File: config.mk
export PLATFORM = sky130hd
export DESIGN_NAME = masked_byte_signature_search_top
export DESIGN_NICKNAME = d
export VERILOG_FILES = /design/src/mbss_pkg.sv /design/src/mbss_cfg_regs.sv /design/src/mbss_window.sv /design/src/mbss_matcher.sv /design/src/masked_byte_signature_search_top.sv
export SDC_FILE = /design/constraint.sdc
export NUM_CORES = 1
export LEC_CHECK = 0
export ABC_AREA = 1
export ABC_CLOCK_PERIOD_IN_PS = 5700
export CAP_MARGIN = 20
export CORE_MARGIN = 2
export CORE_UTILIZATION = 52
export CTS_BUF_LIST = sky130_fd_sc_hd__clkbuf_2
export CTS_CLUSTER_SIZE = 30
export DETAILED_ROUTE_END_ITERATION = 16
export DONT_BUFFER_PORTS = 1
export PLACE_DENSITY = 0.68
export SLEW_MARGIN = 20
export SYNTH_ARGS = -nofsm -noshare
export SYNTH_HDL_FRONTEND = slang
export SYNTH_HIERARCHICAL = 1
export SYNTH_SLANG_ARGS = --single-unit
export TNS_END_PERCENT = 50
File: constraint.sdc
create_clock -name clk_i -period 5.7 [get_ports clk_i]
set_clock_uncertainty 0.2 [all_clocks]
set_input_delay 0.855 -clock clk_i [delete_from_list [all_inputs] [get_ports clk_i]]
set_output_delay 0.855 -clock clk_i [all_outputs]
set_load 0.02 [all_outputs]
File: src/mbss_pkg.sv
// ----------------------------------------------------------------------------
// mbss_pkg
// Shared types and constants for the masked byte signature search block.
// ----------------------------------------------------------------------------
package mbss_pkg;

  localparam int unsigned BYTE_W       = 8;
  localparam int unsigned PATTERN_W    = 64;
  localparam int unsigned WILD_W       = 8;
  localparam int unsigned LEN_W        = 4;
  localparam int unsigned OUT_OFFSET_W = 32;
  localparam int unsigned CFG_IDX_W    = 2;

  // Register indexes of the configuration port
  localparam logic [CFG_IDX_W-1:0] CFG_PATTERN_BYTES   = 2'd0;
  localparam logic [CFG_IDX_W-1:0] CFG_WILDCARD_BITS   = 2'd1;
  localparam logic [CFG_IDX_W-1:0] CFG_WILDCARD_ENABLE = 2'd2;
  localparam logic [CFG_IDX_W-1:0] CFG_PATTERN_LENGTH  = 2'd3;

  typedef struct packed {
    logic [PATTERN_W-1:0] pattern_bytes;
    logic [WILD_W-1:0]    wildcard_bits;
    logic                 wildcard_enable;
    logic [LEN_W-1:0]     pattern_length;
  } cfg_t;

endpackage

File: src/mbss_cfg_regs.sv
// ----------------------------------------------------------------------------
// mbss_cfg_regs
// Configuration register file, written through a valid/ready channel.
// ----------------------------------------------------------------------------
module mbss_cfg_regs
  import mbss_pkg::*;
(
  input  logic                 clk_i,
  input  logic                 rst_ni,
  input  logic                 cfg_valid_i,
  output logic                 cfg_ready_o,
  input  logic [CFG_IDX_W-1:0] cfg_index_i,
  input  logic [PATTERN_W-1:0] cfg_data_i,
  output cfg_t                 cfg_o
);

  cfg_t cfg_q;
  cfg_t cfg_d;

  assign cfg_ready_o = 1'b1;
  assign cfg_o       = cfg_q;

  always_comb begin
    cfg_d = cfg_q;
    if (cfg_valid_i) begin
      unique case (cfg_index_i)
        CFG_PATTERN_BYTES:   cfg_d.pattern_bytes   = cfg_data_i;
        CFG_WILDCARD_BITS:   cfg_d.wildcard_bits   = cfg_data_i[WILD_W-1:0];
        CFG_WILDCARD_ENABLE: cfg_d.wildcard_enable = cfg_data_i[0];
        CFG_PATTERN_LENGTH:  cfg_d.pattern_length  = cfg_data_i[LEN_W-1:0];
        default:             cfg_d                 = cfg_q;
      endcase
    end
  end

  always_ff @(posedge clk_i or negedge rst_ni) begin
    if (!rst_ni) begin
      cfg_q.pattern_bytes   <= '0;
      cfg_q.wildcard_bits   <= '0;
      cfg_q.wildcard_enable <= 1'b0;
      cfg_q.pattern_length  <= LEN_W'(1);
    end else begin
      cfg_q <= cfg_d;
    end
  end

endmodule

File: src/mbss_window.sv
// ----------------------------------------------------------------------------
// mbss_window
// Byte shift window, fill count and saturating buffer offset counter.
// ----------------------------------------------------------------------------
module mbss_window
  import mbss_pkg::*;
#(
  parameter int unsigned MAX_PATTERN  = 8,
  parameter int unsigned OFFSET_WIDTH = 32,
  localparam int unsigned FILL_W      = $clog2(MAX_PATTERN + 1)
)(
  input  logic                               clk_i,
  input  logic                               rst_ni,
  input  logic                               accept_i,
  input  logic [BYTE_W-1:0]                  data_byte_i,
  input  logic                               last_byte_i,
  output logic [MAX_PATTERN-1:0][BYTE_W-1:0] win_next_o,
  output logic [FILL_W-1:0]                  fill_next_o,
  output logic [OFFSET_WIDTH-1:0]            position_o
);

  logic [MAX_PATTERN-1:0][BYTE_W-1:0] win_q;
  logic [FILL_W-1:0]                  fill_q, fill_d;
  logic [OFFSET_WIDTH-1:0]            pos_q, pos_d;

  // Incoming byte enters at entry 0, older bytes move up by one
  always_comb begin
    win_next_o[0] = data_byte_i;
    for (int i = 1; i < MAX_PATTERN; i++) begin
      win_next_o[i] = win_q[i-1];
    end
  end

  assign fill_next_o = (fill_q == FILL_W'(MAX_PATTERN)) ? fill_q : fill_q + FILL_W'(1);
  assign position_o  = pos_q;

  always_comb begin
    fill_d = fill_next_o;
    pos_d  = pos_q;
    if (last_byte_i) begin
      fill_d = '0;
      pos_d  = '0;
    end else if (pos_q != '1) begin
      pos_d  = pos_q + OFFSET_WIDTH'(1);
    end
  end

  // Window contents need no clear: entries above the fill count are never compared
  always_ff @(posedge clk_i) begin
    if (accept_i) begin
      win_q <= win_next_o;
    end
  end

  always_ff @(posedge clk_i or negedge rst_ni) begin
    if (!rst_ni) begin
      fill_q <= '0;
      pos_q  <= '0;
    end else if (accept_i) begin
      fill_q <= fill_d;
      pos_q  <= pos_d;
    end
  end

endmodule

File: src/mbss_matcher.sv
// ----------------------------------------------------------------------------
// mbss_matcher
// Parallel masked compare of the window against the signature, per length.
// ----------------------------------------------------------------------------
module mbss_matcher
  import mbss_pkg::*;
#(
  parameter int unsigned MAX_PATTERN  = 8,
  parameter int unsigned OFFSET_WIDTH = 32,
  localparam int unsigned FILL_W      = $clog2(MAX_PATTERN + 1),
  localparam int unsigned EXT_W       = (OFFSET_WIDTH > OUT_OFFSET_W) ? OFFSET_WIDTH
                                                                       : OUT_OFFSET_W
)(
  input  cfg_t                               cfg_i,
  input  logic [MAX_PATTERN-1:0][BYTE_W-1:0] win_i,
  input  logic [FILL_W-1:0]                  fill_i,
  input  logic [OFFSET_WIDTH-1:0]            position_i,
  output logic                               found_o,
  output logic [OUT_OFFSET_W-1:0]            offset_o
);

  logic [LEN_W-1:0]        len_eff;
  logic [MAX_PATTERN:1]    len_hit;
  logic [WILD_W-1:0]       wild;
  logic [OFFSET_WIDTH-1:0] start;
  logic [EXT_W-1:0]        start_ext;

  // Clamp length to window depth
  assign len_eff = (cfg_i.pattern_length > LEN_W'(MAX_PATTERN)) ? LEN_W'(MAX_PATTERN)
                                                                : cfg_i.pattern_length;
  assign wild    = cfg_i.wildcard_enable ? cfg_i.wildcard_bits : '0;

  // One fixed-index compare per candidate length; signature byte k meets
  // window entry len-1-k
  always_comb begin
    for (int l = 1; l <= MAX_PATTERN; l++) begin
      len_hit[l] = 1'b1;
      for (int k = 0; k < l; k++) begin
        if (!wild[k] &&
            (win_i[l-1-k] != cfg_i.pattern_bytes[BYTE_W*k +: BYTE_W])) begin
          len_hit[l] = 1'b0;
        end
      end
    end
  end

  always_comb begin
    found_o = 1'b0;
    for (int l = 1; l <= MAX_PATTERN; l++) begin
      if ((len_eff == LEN_W'(l)) && (LEN_W'(fill_i) >= len_eff)) begin
        found_o = len_hit[l];
      end
    end
  end

  assign start     = position_i - OFFSET_WIDTH'(len_eff - LEN_W'(1));
  assign start_ext = EXT_W'(start);
  assign offset_o  = start_ext[OUT_OFFSET_W-1:0];

endmodule

File: src/masked_byte_signature_search_top.sv
// ----------------------------------------------------------------------------
// masked_byte_signature_search_top
// Streaming wildcard byte signature search, one byte per transfer.
// ----------------------------------------------------------------------------
// Result: registered; it appears in the cycle after the byte transfer that causes it.
// Throughput: one byte per cycle while the result channel does not stall; the window
//   compare and offset subtract fit between the window and result registers.
// Reset: asynchronous, active low; clears control state and loads register
//   defaults (pattern length one, wildcards off). No clearing pass.
// ----------------------------------------------------------------------------
module masked_byte_signature_search_top
  import mbss_pkg::*;
#(
  parameter int unsigned MAX_PATTERN  = 8,
  parameter int unsigned OFFSET_WIDTH = 32
)(
  input  logic                    clk_i,
  input  logic                    rst_ni,
  // Configuration write channel
  input  logic                    cfg_valid_i,
  output logic                    cfg_ready_o,
  input  logic [CFG_IDX_W-1:0]    cfg_index_i,
  input  logic [PATTERN_W-1:0]    cfg_data_i,
  // Byte input channel
  input  logic                    in_valid_i,
  output logic                    in_ready_o,
  input  logic [BYTE_W-1:0]       data_byte_i,
  input  logic                    last_byte_i,
  // Result channel
  output logic                    out_valid_o,
  input  logic                    out_ready_i,
  output logic                    match_found_o,
  output logic [OUT_OFFSET_W-1:0] match_offset_o,
  output logic                    frame_end_o
);

  localparam int unsigned FILL_W = $clog2(MAX_PATTERN + 1);

  cfg_t                               cfg;
  logic                               in_accept;
  logic [MAX_PATTERN-1:0][BYTE_W-1:0] win_next;
  logic [FILL_W-1:0]                  fill_next;
  logic [OFFSET_WIDTH-1:0]            position;
  logic                               found;
  logic [OUT_OFFSET_W-1:0]            offset;

  logic                    out_valid_q, out_valid_d;
  logic                    found_q;
  logic [OUT_OFFSET_W-1:0] offset_q;
  logic                    end_q;

  // Take a new byte whenever the result register is empty or drains this cycle
  assign in_ready_o = !out_valid_q || out_ready_i;
  assign in_accept  = in_valid_i && in_ready_o;

  mbss_cfg_regs u_cfg (
    .clk_i       (clk_i),
    .rst_ni      (rst_ni),
    .cfg_valid_i (cfg_valid_i),
    .cfg_ready_o (cfg_ready_o),
    .cfg_index_i (cfg_index_i),
    .cfg_data_i  (cfg_data_i),
    .cfg_o       (cfg)
  );

  mbss_window #(
    .MAX_PATTERN  (MAX_PATTERN),
    .OFFSET_WIDTH (OFFSET_WIDTH)
  ) u_window (
    .clk_i       (clk_i),
    .rst_ni      (rst_ni),
    .accept_i    (in_accept),
    .data_byte_i (data_byte_i),
    .last_byte_i (last_byte_i),
    .win_next_o  (win_next),
    .fill_next_o (fill_next),
    .position_o  (position)
  );

  mbss_matcher #(
    .MAX_PATTERN  (MAX_PATTERN),
    .OFFSET_WIDTH (OFFSET_WIDTH)
  ) u_matcher (
    .cfg_i      (cfg),
    .win_i      (win_next),
    .fill_i     (fill_next),
    .position_i (position),
    .found_o    (found),
    .offset_o   (offset)
  );

  // Result register: load on a match or on the final byte, drop after transfer
  always_comb begin
    out_valid_d = out_valid_q;
    if (in_accept && (found || last_byte_i)) begin
      out_valid_d = 1'b1;
    end else if (out_ready_i) begin
      out_valid_d = 1'b0;
    end
  end

  always_ff @(posedge clk_i or negedge rst_ni) begin
    if (!rst_ni) begin
      out_valid_q <= 1'b0;
    end else begin
      out_valid_q <= out_valid_d;
    end
  end

  // Payload: hold until the next loading transfer; offset reads zero without a match
  always_ff @(posedge clk_i) begin
    if (in_accept && (found || last_byte_i)) begin
      found_q  <= found;
      offset_q <= found ? offset : '0;
      end_q    <= last_byte_i;
    end
  end

  assign out_valid_o    = out_valid_q;
  assign match_found_o  = found_q;
  assign match_offset_o = offset_q;
  assign frame_end_o    = end_q;

endmodule

=== Word level (Yosys, flattened, before mapping) ===
Cells that the tools add are included.

* Flip-flop bits (word level): 204
* Bits of input ports: 80
* Output and inout bits: 37
* Word-level logic and storage cells: 189

* Add/subtract/negate cells: 4
* $lt $le $gt $ge: 2
* Equal/unequal tests: 49
* Muxes and demuxes: 52
* Reductions and logical operators: 65

{| class="wikitable"
|+ Operators by type and width
! kind !! number
|-
| 8-bit != test || 36
|-
| 32-bit 2-to-1 mux || 2
|-
| 1-bit logical AND || 46
|-
| 1-bit 2-to-1 mux || 46
|-
| 32-bit by 1-bit adder with 32-bit output (second input constant) || 1
|-
| 32-bit != test (second input constant) || 1
|-
| 32-bit subtractor || 1
|-
| 4-bit by 3-bit == test with 1-bit output (second input constant) || 4
|-
| 4-bit 2-to-1 mux || 3
|-
| 2-bit AND reduction || 5
|-
| 1-bit zero test || 9
|-
| 4-bit by 2-bit == test with 1-bit output (second input constant) || 2
|-
| 4-bit == test (second input constant) || 2
|-
| 8-bit 2-to-1 mux || 1
|-
| 4-bit by 1-bit subtractor with 5-bit output (second input constant) || 1
|-
| 4-bit by 1-bit adder with 4-bit output (second input constant) || 1
|-
| 2-bit == test (second input constant) || 2
|-
| 4-bit by 1-bit == test with 1-bit output (second input constant) || 1
|-
| 4-bit greater-or-equal comparator || 1
|-
| 4-bit greater-than comparator (second input constant) || 1
|-
| 2-bit nonzero test || 2
|-
| 2-bit by 1-bit == test with 1-bit output (second input constant) || 1
|-
| 2-bit zero test || 1
|-
| 1-bit logical OR || 2
|}

=== Longest topological paths before layout ===
Gate-level depths: netlist of the first run.

* Word-level depth: 15
* Gate-level depth with buffers: 23
* Gate-level depth less buffers: 22

=== Hierarchy ===
The synthesis of the first run kept the hierarchy.

{| class="wikitable"
|+ By module, submodules not included
! module !! instances !! cells an instance !! area an instance (um^2) !! sequential area each (um^2)
|-
| mbss_matcher || 1 || 1,087 || 6,149.6 || 0.0
|-
| mbss_window || 1 || 467 || 4,306.6 || 2,582.5
|-
| mbss_cfg_regs || 1 || 342 || 3,130.5 || 1,928.1
|-
| masked_byte_signature_search_top || 1 || 111 || 1,391.3 || 1,046.0
|}

=== Least setup slack after synthesis of the first run ===
OpenSTA, ideal clock, no wires.

* Path kind: input to register
* From: input port data_byte_i[6]
* To: register end_q (netlist: frame_end_o) (enable)
* Library setup time: 425 ps
* Arrival time: 3,727 ps
* Data required time: 5,075 ps
* Slack: 1,348 ps
* Cell stages on the path: 19
* Buffers on the path: 3
* Path through: buf_4 buf_2 inv_2 or2_2 nand3_1 nor3_1 nand3_1 nand2_1 nand2_1 nor2_1 nand2_1 nand2_1 nand2_1 nand2_1 nand2_1 nand2_1 buf_6 nor2_1 nor2_1

* Word-level cells in the longest chain between the ends: 13
* Elaborated cells between the ends (all ways): 34
* Those cells by class: eq/ne: 8; mux: 16; reduce/logical: 10

{| class="wikitable"
|+ Ends and longest elaborated chain
! element !! RTL line !! RTL
|-
| start: declaration || masked_byte_signature_search_top.sv:27 || <nowiki>input logic [BYTE_W-1:0] data_byte_i,</nowiki>
|-
| 8-bit != test || mbss_matcher.sv:40 || <nowiki>(win_i[l-1-k] != cfg_i.pattern_bytes[BYTE_W*k +: BYTE_W])) begin</nowiki>
|-
| 1-bit logical AND || mbss_matcher.sv:39 || <nowiki>if (!wild[k] &&</nowiki>
|-
| 1-bit 2-to-1 mux || mbss_matcher.sv:39 ||
|-
| 1-bit 2-to-1 mux (7 in series) || mbss_matcher.sv:50 || <nowiki>if ((len_eff == LEN_W'(l)) && (LEN_W'(fill_i) >= len_eff)) begin</nowiki>
|-
| 1-bit 2-to-1 mux * || mbss_matcher.sv:50 ||
|-
| named net found || masked_byte_signature_search_top.sv:44 || <nowiki>logic found;</nowiki>
|-
| 1-bit logical OR * || masked_byte_signature_search_top.sv:112 || <nowiki>if (in_accept && (found || last_byte_i)) begin</nowiki>
|-
| 1-bit logical AND * || masked_byte_signature_search_top.sv:112 ||
|-
| end signal: assignment || masked_byte_signature_search_top.sv:115 || <nowiki>end_q <= last_byte_i;</nowiki>
|-
| end: declaration || masked_byte_signature_search_top.sv:50 || <nowiki>logic end_q;</nowiki>
|}

The timed path passes the listed nets; every way through them passes the cells marked *.
A chain may end at the register's enable or synchronous reset.

=== Worst setup path in the final report of the first run ===
* From: register u_cfg.cfg_q (netlist bit u_cfg/cfg_o[0])
* To: register offset_q[31] (netlist: match_offset_o[31]) (data pin)

* Elaborated cells between the ends (all ways): 29
* Those cells by class: add/sub: 2; order compare: 2; eq/ne: 8; mux: 9; reduce/logical: 8

{| class="wikitable"
|+ RTL lines
! element !! RTL line !! RTL
|-
| start: declaration || mbss_cfg_regs.sv:17 || <nowiki>cfg_t cfg_q;</nowiki>
|-
| start signal: assignment || mbss_cfg_regs.sv:43 || <nowiki>cfg_q <= cfg_d;</nowiki>
|-
| 4-bit greater-than comparator || mbss_matcher.sv:29 || <nowiki>assign len_eff = (cfg_i.pattern_length > LEN_W'(MAX_PATTERN)) ? LEN_W'(MAX_PATTERN)</nowiki>
|-
| 4-bit 2-to-1 mux * || mbss_matcher.sv:29 ||
|-
| 4-bit by 1-bit subtractor with 5-bit output * || mbss_matcher.sv:56 || <nowiki>assign start = position_i - OFFSET_WIDTH'(len_eff - LEN_W'(1));</nowiki>
|-
| 32-bit subtractor * || mbss_matcher.sv:56 ||
|-
| named net offset[31] || masked_byte_signature_search_top.sv:45 || <nowiki>logic [OUT_OFFSET_W-1:0] offset;</nowiki>
|-
| end signal: assignment || masked_byte_signature_search_top.sv:114 || <nowiki>offset_q <= found ? offset : '0;</nowiki>
|-
| end: declaration || masked_byte_signature_search_top.sv:49 || <nowiki>logic [OUT_OFFSET_W-1:0] offset_q;</nowiki>
|}

Marks and branches as above.

==> flow_metrics.py, run 1 <==
metrics = {
    "worst_hold_path": {
        "min_path_cells": 3,
        "timing.hold.worst.start": "cfg_valid_i",
        "worstHoldEndpoint": "u_cfg/cfg_o[0]",
        "class_of_the_tightest_hold_or_removal_check": "in -> reg",
    },
    "logic_synthesis": {
        "synthesis.instances": 2007,
        "yosys-mux-area-fraction": 0,
        "synth-seq-cells": 204,
        "synth.distinct_cells": 54,
        "synth_enable_flop_cells": 90,
        "synth_sequential_area_ratio": 0.371,
        "simple_gate_portion_of_the_synthesized_area": 0.323,
        "yosys_warnings": 6,
        "adder_cell_share_of_the_synthesized_area": 0.0373,
        "synth_nets": 2131,
        "main_combinational_cell_family_by_area_after_synthesis": "simple AND/OR/NAND/NOR gates",
        "yosys_most_used_dff": "dfrtp_1",
        "post_synth_instance_area_um2": 15000,
        "postSynthAreaPerCell_um2": 7.46,
        "async_flop_share": 0.559,
        "synth-compound-area-share": 0.0556,
        "synth_xor_area_frac": 0.115,
    },
    "global_route": {
        "number_of_global_route_vias_before_repair": 13277,
        "grt_pass1_wl_um": 75500,
        "number_of_antenna_violations_at_the_first_check_in_global_routing": 1,
        "grt_max_degree": 115,
        "grt_util_all_layers": 0.319,
        "overflow": 0,
    },
    "clocking": {
        "clk_pin_slew_ns": 0.10,
        "post_cts.repair.setup_buffers": 0,
        "htree_num_levels": 2,
        "clk_latency_ns": 0.91,
        "tritoncts_clock_tree": "built",
        "cts.sinks": 204,
        "clk_path_buf_depth": 3,
        "tritoncts_buffer_count": 56,
        "cts-root-buf": "clkbuf_2",
    },
    "flow_run": {
        "maxCapViolCount": 0,
    },
    "routing": {
        "detail-route-antenna-nets": 0,
        "route.final.wire_length_um": 47900,
        "detailedRoute.firstPassIterationCount": 6,
        "vias_per_cell": 5.59,
        "wl_per_cell_um": 19.2,
        "drt_drc_violations_left": 0,
        "dr.first_iter.drc_count": 1804,
        "detailroute.via_count": 13936,
    },
    "die": {
        "top_level_ports": 117,
        "floorplan.die.width_um": 174,
        "fp.coreArea_um2": 28500,
        "floorplan.initialDensity": 0.525,
        "die-area_um2": 30200,
        "die_height_um": 174,
        "rows": 62,
    },
    "worst_setup_path": {
        "ws_path_type": "reg -> reg",
        "crit_arrival_ns": 4.47,
        "r2r-start": "u_cfg/cfg_o[0]",
        "critical_path.startpoint_type": "flip-flop",
        "crit_family": "simple AND/OR/NAND/NOR gates",
        "r2r_end": "match_offset_o[31]",
        "crit_buf_inv": 2,
        "cp_max_fo": 19,
        "critical-path-slowest-cell": "dfstp_2",
        "worst-endpoint-required_ns": 6.13,
        "timing.critical_path.mode_cell": "nand2_1",
        "r2r_worst_path_depth": 19,
        "r2r_slack_ns": 1.65,
        "critical_path.cell_chain": "nor2_1 > nand2_1 > nand2_1 > nand2_1 > ha_1 > nand2_1 > buf_4 > ha_1 > nand2_1 > nor4_2 > nand3_1 > nand3_2 > nand2_1 > o211ai_2 > nand2_2 > nand3b_1 > nand2_1 > nand2_1 > inv_1",
        "crit_path_max_incr_delay_ns": 0.55,
        "end_kind": "flip-flop",
    },
    "place": {
        "gp_congestion": 1.01,
        "hpwl_um": 34300,
        "port-buffer-count": 0,
    },
    "cells_and_area": {
        "finalNetCount": 2185,
        "final_layout_size_suffix_gt1_frac": 0.0825,
        "areaGrowthSynthToFinish_pct": 9.44,
        "most-common-layout-cells": "nand2_1, inv_1, nand3_1",
        "leading_cell_type_in_the_layout_fill_and_taps_excluded": "nand2_1",
    },
    "outcome": {
        "run_status": "complete, no violations",
    },
    "power_and_ir_drop": {
        "cellPowerDensity_nw_per_um2": 269,
        "leakage_uw": 0.00781,
        "p_total_uw": 4410,
        "worst_ir_drop_vdd_uv": 188,
    },
    "sta": {
        "slew_viol_final": 0,
        "setup_repair_after_global_routing_missed_its_margin": "no",
        "finalHoldViolations": 0,
        "max_freq_mhz": 247,
        "slew_headroom": 0.479,
        "setup-tns-final_ns": 0,
        "timing.final.crit_share": 0.710,
        "final-setup-viol-count": 0,
        "worst-slew-pin-transition_ns": 0.780,
        "period_minus_slack_ns": 4.05,
    },
}
synth_stat cells, types with 4 or more instances:
master,n,area [µm²]
nand2_1,685,2570
inv_1,202,758
nand3_1,154,771
xnor2_1,138,1210
nor2_1,118,443
dfrtp_1,113,2830
edfxtp_1,90,2700
nand4_1,64,400
xor2_1,58,508
buf_2,54,270
ha_1,43,538
a21oi_1,41,205
o21ai_0,33,165
buf_4,24,180
nor3_1,24,120
clkbuf_1,17,63.8
nand2_2,14,87.6
or2_2,14,87.6
nand3b_1,11,82.6
buf_6,10,113
o31ai_1,9,67.6
nand3_2,8,80.1
a21oi_2,7,61.3
nor4_1,7,43.8
o22ai_1,6,37.5
inv_2,5,18.8
o21ai_2,5,43.8
o221ai_1,5,43.8
o41ai_1,5,43.8
o211ai_1,4,30.0
through the flow:
stage | hold slack, ns | util | area (µm²) | instances | setup WS (ns)
2_1_floorplan | 0.221 | - | 15000 | 2007 | 1.35
6_report | 0.125 | 0.574 | 16400 | 2494 | 1.65
3_3_place_gp | 0.246 | 0.519 | 14800 | 2287 | 1.71
3_5_place_dp | 0.243 | 0.520 | 14800 | 2288 | 1.68
4_1_cts | 0.0241 | 0.574 | 16400 | 2493 | 1.69
5_1_grt | 0.0758 | 0.574 | 16400 | 2494 | 1.31
worst max path at each step:
stage | from | to | slack, ns | cells after the start
after floorplan | data_byte_i[6] | frame_end_o | 1.35 | 19
after global placement | u_cfg/cfg_o[0] | match_offset_o[31] | 1.71 | 19
after detailed placement | u_cfg/cfg_o[0] | match_offset_o[29] | 1.68 | 18
after CTS | u_cfg/cfg_o[0] | match_offset_o[31] | 1.69 | 19
after global routing | u_cfg/cfg_o[0] | match_offset_o[31] | 1.31 | 19
final | u_cfg/cfg_o[0] | match_offset_o[31] | 1.65 | 19
cell type report:
cell class                      instances  area (µm²)
Fill cell                            2776       12200
Inverter                              207         777
Clock buffer                           83         415
Timing Repair Buffer                  107        1100
Antenna cell                            1        2.50
Tap cell                              384         480
Multi-Input combinational cell       1485        7960
Sequential cell                       204        5560
Clock inverter                         23         105
power by group:
group	total [µW]	switching, µW	internal [µW]	leakage (µW)
Combinational	1320	802	520	0.00509
Sequential	2020	332	1690	0.00233
Clock	1070	669	400	0.000392
flip-flops by register name, indices dropped and copies added, names as in the netlist:
signal and count:
u_window/position_o 32, u_cfg/cfg_o 77, match_found_o 1, u_window/win_next_o 56, out_valid_o 1, match_offset_o 32
frame_end_o 1, u_window/fill_q 4
what timing repair did:
action,in CTS,in global routing
hold buffers,99,0
endpoints found under the hold margin,204,0
gates resized for setup,0,0
metal layers:
metal	track usage	wire, µm
met1	0.495	22400
met5	0	0
met4	0.0868	1160
met3	0.0522	4560
met2	0.459	19800
worst min-delay path: stages:
cell and delay [ns]:
nand3_1 0.15, nand2_1 0.10, nand2_1 0.05
cell families after synthesis:
group / count (synthesis)
compound gates: 131
xor+xnor: 196
fa+ha+maj: 44
buf+inv: 318
flops: 204
other cells: 1
simple gates: 1113
(Power assumes the default switching activity.)
==> inputs of run 2 (changes only) <==
--- a/config.mk
+++ b/config.mk
@@ -6,7 +6,7 @@
 export NUM_CORES = 1
 export LEC_CHECK = 0
 export ABC_AREA = 1
-export ABC_CLOCK_PERIOD_IN_PS = 5700
+export ABC_CLOCK_PERIOD_IN_PS = 4000
 export CAP_MARGIN = 20
 export CORE_MARGIN = 2
 export CORE_UTILIZATION = 52
==> constraint.sdc (replaced) <==
create_clock -name clk_i -period 4 [get_ports clk_i]
set_clock_uncertainty 0.2 [all_clocks]
set_input_delay 0.6 -clock clk_i [delete_from_list [all_inputs] [get_ports clk_i]]
set_output_delay 0.6 -clock clk_i [all_outputs]
set_load 0.02 [all_outputs]
==> run 2 against run 1 <==
Setup slack worse by 1.3 ns; combinational power is 51% higher; largest cell class unchanged; wire length decreased by 0.24%; non-clock buffer count up 28; hold slack got worse by 0.016 ns; final area up 1.8%; global-route usage decreased by 0.42 points.
==> flow_metrics.py, run 2 (synthesis gave the netlist of run 1 again) <==
metrics = {
    "outcome": {
        "run_status": "complete, no violations",
    },
    "sta": {
        "final-setup-viol-count": 0,
        "setup_repair_after_global_routing_missed_its_margin": "no",
        "setup-tns-final_ns": 0,
        "max_freq_mhz": 277,
        "timing.final.crit_share": 0.904,
        "slew_viol_final": 0,
        "period_minus_slack_ns": 3.62,
        "finalHoldViolations": 0,
        "slew_headroom": 0.427,
        "worst-slew-pin-transition_ns": 0.859,
    },
    "place": {
        "dp_cells": 2304,
        "gp_congestion": 1.02,
        "hpwl_um": 33700,
        "port-buffer-count": 0,
    },
    "die": {
        "rows": 62,
        "fp.coreArea_um2": 28500,
        "floorplan.die.width_um": 174,
        "top_level_ports": 117,
        "die_height_um": 174,
        "floorplan.initialDensity": 0.525,
        "die-area_um2": 30200,
    },
    "worst_setup_path": {
        "critical_path.startpoint_type": "flip-flop",
        "timing.critical_path.mode_cell": "nand2_1",
        "cp_max_fo": 28,
        "crit_path_max_incr_delay_ns": 0.46,
        "end_kind": "flip-flop",
        "critical-path-slowest-cell": "dfrtp_1",
        "worst-endpoint-required_ns": 4.41,
        "crit_arrival_ns": 4.03,
        "ws_path_type": "reg -> reg",
        "critical_path.cell_chain": "nor2_1 > inv_1 > ha_1 > nand2_1 > buf_6 > ha_1 > a21oi_1 > a21boi_0 > o21ai_0 > nand2_1 > nand3_2 > nand2_1 > o211ai_2 > nand2_2 > nand2_1 > nand2_1 > nand2_1 > nand2_1 > inv_1",
    },
    "cells_and_area": {
        "final_cell_count_without_fillers": 2521,
        "max_reg_flops": 77,
        "final_layout_size_suffix_gt1_frac": 0.0875,
        "areaGrowthSynthToFinish_pct": 11.4,
        "finalNetCount": 2214,
        "leading_cell_type_in_the_layout_fill_and_taps_excluded": "nand2_1",
        "most-common-layout-cells": "nand2_1, inv_1, nand3_1",
    },
    "worst_hold_path": {
        "class_of_the_tightest_hold_or_removal_check": "in -> reg",
    },
    "clocking": {
        "cts-root-buf": "clkbuf_2",
        "tritoncts_buffer_count": 57,
        "cts.sinks": 204,
        "htree_num_levels": 2,
        "post_cts.repair.setup_buffers": 0,
        "clk_latency_ns": 0.89,
        "clk_path_buf_depth": 3,
        "clk_pin_slew_ns": 0.11,
        "tritoncts_clock_tree": "built",
    },
    "power_and_ir_drop": {
        "cellPowerDensity_nw_per_um2": 389,
        "worst_ir_drop_vdd_uv": 247,
        "leakage_uw": 0.00794,
    },
    "global_route": {
        "number_of_global_route_vias_before_repair": 13496,
        "grt_max_degree": 115,
        "grt_util_all_layers": 0.315,
        "grt_pass1_wl_um": 74900,
        "number_of_antenna_violations_at_the_first_check_in_global_routing": 1,
        "overflow": 0,
    },
    "routing": {
        "detailedRoute.firstPassIterationCount": 6,
        "dr.first_iter.drc_count": 1717,
        "route.final.wire_length_um": 47800,
        "detail-route-antenna-nets": 0,
        "detailroute.via_count": 14136,
        "vias_per_cell": 5.61,
        "drt_drc_violations_left": 0,
        "wl_per_cell_um": 19.0,
    },
    "flow_run": {
        "maxCapViolCount": 0,
    },
}
run 2: changes by cell type in the layout (fill, tap and decap cells not counted), moves of 2 or more:
cell           previous run  this run
clkinvlp_4                2         0
buf_4                     7        23
bufinv_16                 0         3
dlygate4sd3_1            97       109
clkbuf_2                 83        81
clkinv_2                  5         3
clkinv_1                 15        17
run 2: per-layer routing:
layer | GRT usage | share of wire | vias up
met1 | 0.461 | 0.45 | 6666
met4 | 0.0956 | 0.027 | 0
li1 | - | - | 6625
met5 | 0 | 0 | -
met2 | 0.476 | 0.43 | 745
met3 | 0.0579 | 0.098 | 100
run 2: repair_timing:
item	4_1_cts	5_1_grt
hold endpoints to repair	232	0
resized for setup	0	1
endpoints found under the setup margin	0	1
hold buffers	111	0
run 2: through the flow:
stage	util	worst slack [ns]	hold WS [ns]	total power (µW)	instance area [µm²]
after floorplan	-	0.458	0.104	4180	15000
after global placement	0.524	0.484	0.108	4620	15000
after detailed placement	0.524	0.403	0.107	4650	15000
after CTS	0.584	0.380	0.0238	6470	16700
after global routing	0.585	0.0554	0.0991	6880	16700
final	0.585	0.384	0.109	6480	16700
run 2: power by group:
group          leakage, µW  switching [µW]  internal [µW]  total (µW)
Combinational      0.00519            1210            772        1990
Sequential         0.00233             405           2410        2820
Clock             0.000421             934            746        1680
run 2: worst paths after layout:
check / slack, ns / to / startpoint / cells after the start
min in group asynchronous: 0.12 / u_cfg/cfg_o[66] / rst_ni / 2
min reg2reg: 0.25 / u_window/win_next_o[56] / u_window/win_next_o[48] / 0
max in group asynchronous: 2.97 / u_window/position_o[25] / rst_ni / 2
min: 0.11 / u_cfg/cfg_o[17] / cfg_index_i[0] / 4
max: 0.38 / match_offset_o[31] / u_cfg/cfg_o[3] / 19
max reg2reg: 0.38 / match_offset_o[31] / u_cfg/cfg_o[3] / 19
run 2: critical path: cells and delay by family (launching register included):
kind	cells	cell delay, ns
buffers and inverters	3	0.45
AND/OR/NAND/NOR	10	0.96
adder cells (fa/ha/maj)	2	0.57
AO/OA/AOI/OAI	4	0.73
flip-flops	1	0.46
run 2: cell type report:
type / count / area, µm²
antenna: 1 / 2.50
multi-input combinational: 1485 / 7960
sequential: 204 / 5560
tap: 384 / 480
inverter: 207 / 777
clock inverter: 24 / 173
fill: 2679 / 11900
timing repair buffer: 135 / 1330
clock buffer: 81 / 405
==> inputs of run 3 (changes only) <==
--- a/config.mk
+++ b/config.mk
@@ -8,7 +8,7 @@
 export ABC_AREA = 1
 export ABC_CLOCK_PERIOD_IN_PS = 4000
 export CAP_MARGIN = 20
-export CORE_MARGIN = 2
+export CORE_MARGIN = 3
 export CORE_UTILIZATION = 52
 export CTS_BUF_LIST = sky130_fd_sc_hd__clkbuf_2
 export CTS_CLUSTER_SIZE = 30
==> run 3 against run 2 <==
Largest cell class unchanged; final area decreased by 0.50%; highest routed layer unchanged; setup slack better by 0.058 ns; combinational power shrank 4%; final cell count down 0.83%; critical path type unchanged; clock power up 8%; critical endpoint is now match_offset_o[28]; sequential cell count is the same; power is 1.7% higher; sequential share of layout area up 0.17 points; first-iteration DRC count down 4.9%; non-clock buffer count fell by 14.
==> flow_metrics.py, run 3 (synthesis gave the netlist of run 1 again) <==
metrics = {
    "sta": {
        "setup-tns-final_ns": 0,
        "final-setup-viol-count": 0,
        "max_freq_mhz": 281,
        "setup_repair_after_global_routing_missed_its_margin": "no",
        "slew_viol_final": 0,
        "timing.final.crit_share": 0.889,
        "period_minus_slack_ns": 3.56,
        "slew_headroom": 0.406,
        "finalHoldViolations": 0,
        "fin_worst_hold_slack_ns": 0.0758,
        "worst-slew-pin-transition_ns": 0.891,
    },
    "worst_setup_path": {
        "crit_path_max_incr_delay_ns": 0.46,
        "worst-endpoint-required_ns": 4.41,
        "critical-path-slowest-cell": "dfrtp_1",
        "r2r-start": "u_cfg/cfg_o[3]",
        "critical_path.startpoint_type": "flip-flop",
        "timing.critical_path.mode_cell": "nand2_1",
        "end_kind": "flip-flop",
        "ws_path_type": "reg -> reg",
        "crit_arrival_ns": 3.97,
        "critical_path.startpoint": "u_cfg/cfg_o[3]",
        "critical_path.cell_chain": "nor2_1 > inv_1 > ha_1 > nand2_1 > buf_6 > ha_1 > nand2_1 > inv_1 > a21oi_1 > o21ai_0 > nand2_1 > nand3_2 > nand2_1 > nand2_2 > a21oi_2 > xnor2_1 > nand2_1 > inv_1",
        "cp_max_fo": 28,
    },
    "cells_and_area": {
        "leading_cell_type_in_the_layout_fill_and_taps_excluded": "nand2_1",
        "postLayoutCoreUtil": 0.591,
        "finalNetCount": 2198,
        "final_layout_fill_cell_count": 2638,
        "final_layout_size_suffix_gt1_frac": 0.0849,
        "multi_input_comb_area_um2": 7960,
        "most-common-layout-cells": "nand2_1, inv_1, nand3_1",
        "areaGrowthSynthToFinish_pct": 10.9,
        "seqCellArea_um2": 5560,
        "max_reg_flops": 77,
    },
    "clocking": {
        "clk_latency_ns": 0.93,
        "tritoncts_clock_tree": "built",
        "post_cts.repair.setup_buffers": 0,
        "clk_pin_slew_ns": 0.11,
        "clk_path_buf_depth": 3,
        "cts-root-buf": "clkbuf_2",
        "cts.sinks": 204,
        "htree_num_levels": 2,
        "tritoncts_buffer_count": 55,
    },
    "power_and_ir_drop": {
        "leakage_uw": 0.00792,
        "p_total_uw": 6600,
        "worst_ir_drop_vdd_uv": 239,
        "cellPowerDensity_nw_per_um2": 397,
    },
    "routing": {
        "wl_per_cell_um": 19.6,
        "dr.first_iter.drc_count": 1633,
        "detail-route-antenna-nets": 0,
        "vias_per_cell": 5.66,
        "route.final.wire_length_um": 48900,
        "drt_drc_violations_left": 0,
        "detailedRoute.firstPassIterationCount": 8,
        "detailroute.via_count": 14142,
    },
    "worst_hold_path": {
        "class_of_the_tightest_hold_or_removal_check": "in -> reg",
        "timing.hold.worst.start": "cfg_index_i[0]",
    },
    "outcome": {
        "run_status": "complete, no violations",
    },
    "die": {
        "rows": 61,
        "floorplan.initialDensity": 0.533,
        "top_level_ports": 117,
        "die_height_um": 176,
        "fp.coreArea_um2": 28100,
        "floorplan.die.width_um": 176,
        "die-area_um2": 30900,
    },
    "global_route": {
        "grt_util_all_layers": 0.315,
        "number_of_global_route_vias_before_repair": 13217,
        "overflow": 0,
        "number_of_antenna_violations_at_the_first_check_in_global_routing": 2,
        "grt_max_degree": 115,
        "grt_pass1_wl_um": 76200,
    },
    "place": {
        "gp_congestion": 0.969,
        "port-buffer-count": 0,
        "hpwl_um": 34300,
    },
    "flow_run": {
        "maxCapViolCount": 0,
    },
}
[run 3: report_power, final]
group	total, µW	internal, µW	switching, µW
sequential	2860	2410	448
clock	1810	861	954
combinational	1920	763	1160
total	6600	4040	2560
[run 3: path summary, 6_finish.rpt]
path,end,cells past startpoint,slack (ns)
worst max-delay path,match_offset_o[28],18,0.44
worst min-delay path,u_cfg/cfg_o[16],4,0.08
worst max register to register,match_offset_o[28],18,0.44
worst min register to register,u_window/win_next_o[56],0,0.27
max in group asynchronous,u_cfg/cfg_o[48],2,2.90
min in group asynchronous,u_cfg/cfg_o[52],2,0.09
[run 3: what timing repair did]
action,in CTS,in global routing
endpoints found under the setup margin,0,1
endpoints found under the hold margin,235,0
gates resized for setup,0,1
hold buffers,104,0
[run 3: final cells by class]
| type | instances | share of cell area |
|---|---|---|
| Timing Repair Buffer | 121 | 0.0727 |
| Multi-Input combinational cell | 1485 | 0.480 |
| Sequential cell | 204 | 0.335 |
| Clock buffer | 78 | 0.0235 |
| Inverter | 207 | 0.0468 |
| Clock inverter | 24 | 0.0139 |
| Antenna cell | 3 | 0.000452 |
| Tap cell | 378 | 0.0285 |
[run 3: worst max-delay path: cells and delay by family, from the launching register on]
| family | cells | cell delay [ns] |
|---|---|---|
| simple gates | 8 | 0.90 |
| fa+ha+maj | 2 | 0.58 |
| compound gates | 3 | 0.56 |
| buf+inv | 4 | 0.52 |
| flops | 1 | 0.46 |
| xor+xnor | 1 | 0.08 |
[run 3: through the flow]
stage	std cells	cell area, µm²	worst slack (ns)
5_1_grt	2499	16600	0.0882
3_5_place_dp	2291	14900	0.417
3_3_place_gp	2291	14900	0.467
4_1_cts	2497	16600	0.384
6_report	2500	16600	0.442
2_1_floorplan	2007	15000	0.458
[run 3: per-layer routing]
layer  GRT usage  part of all wire  vias to the layer above
met5           0                 0                        -
met4      0.0818             0.023                        0
met3      0.0590              0.12                      102
met2       0.447              0.41                      853
met1       0.491              0.45                     6577
li1            -                 -                     6610
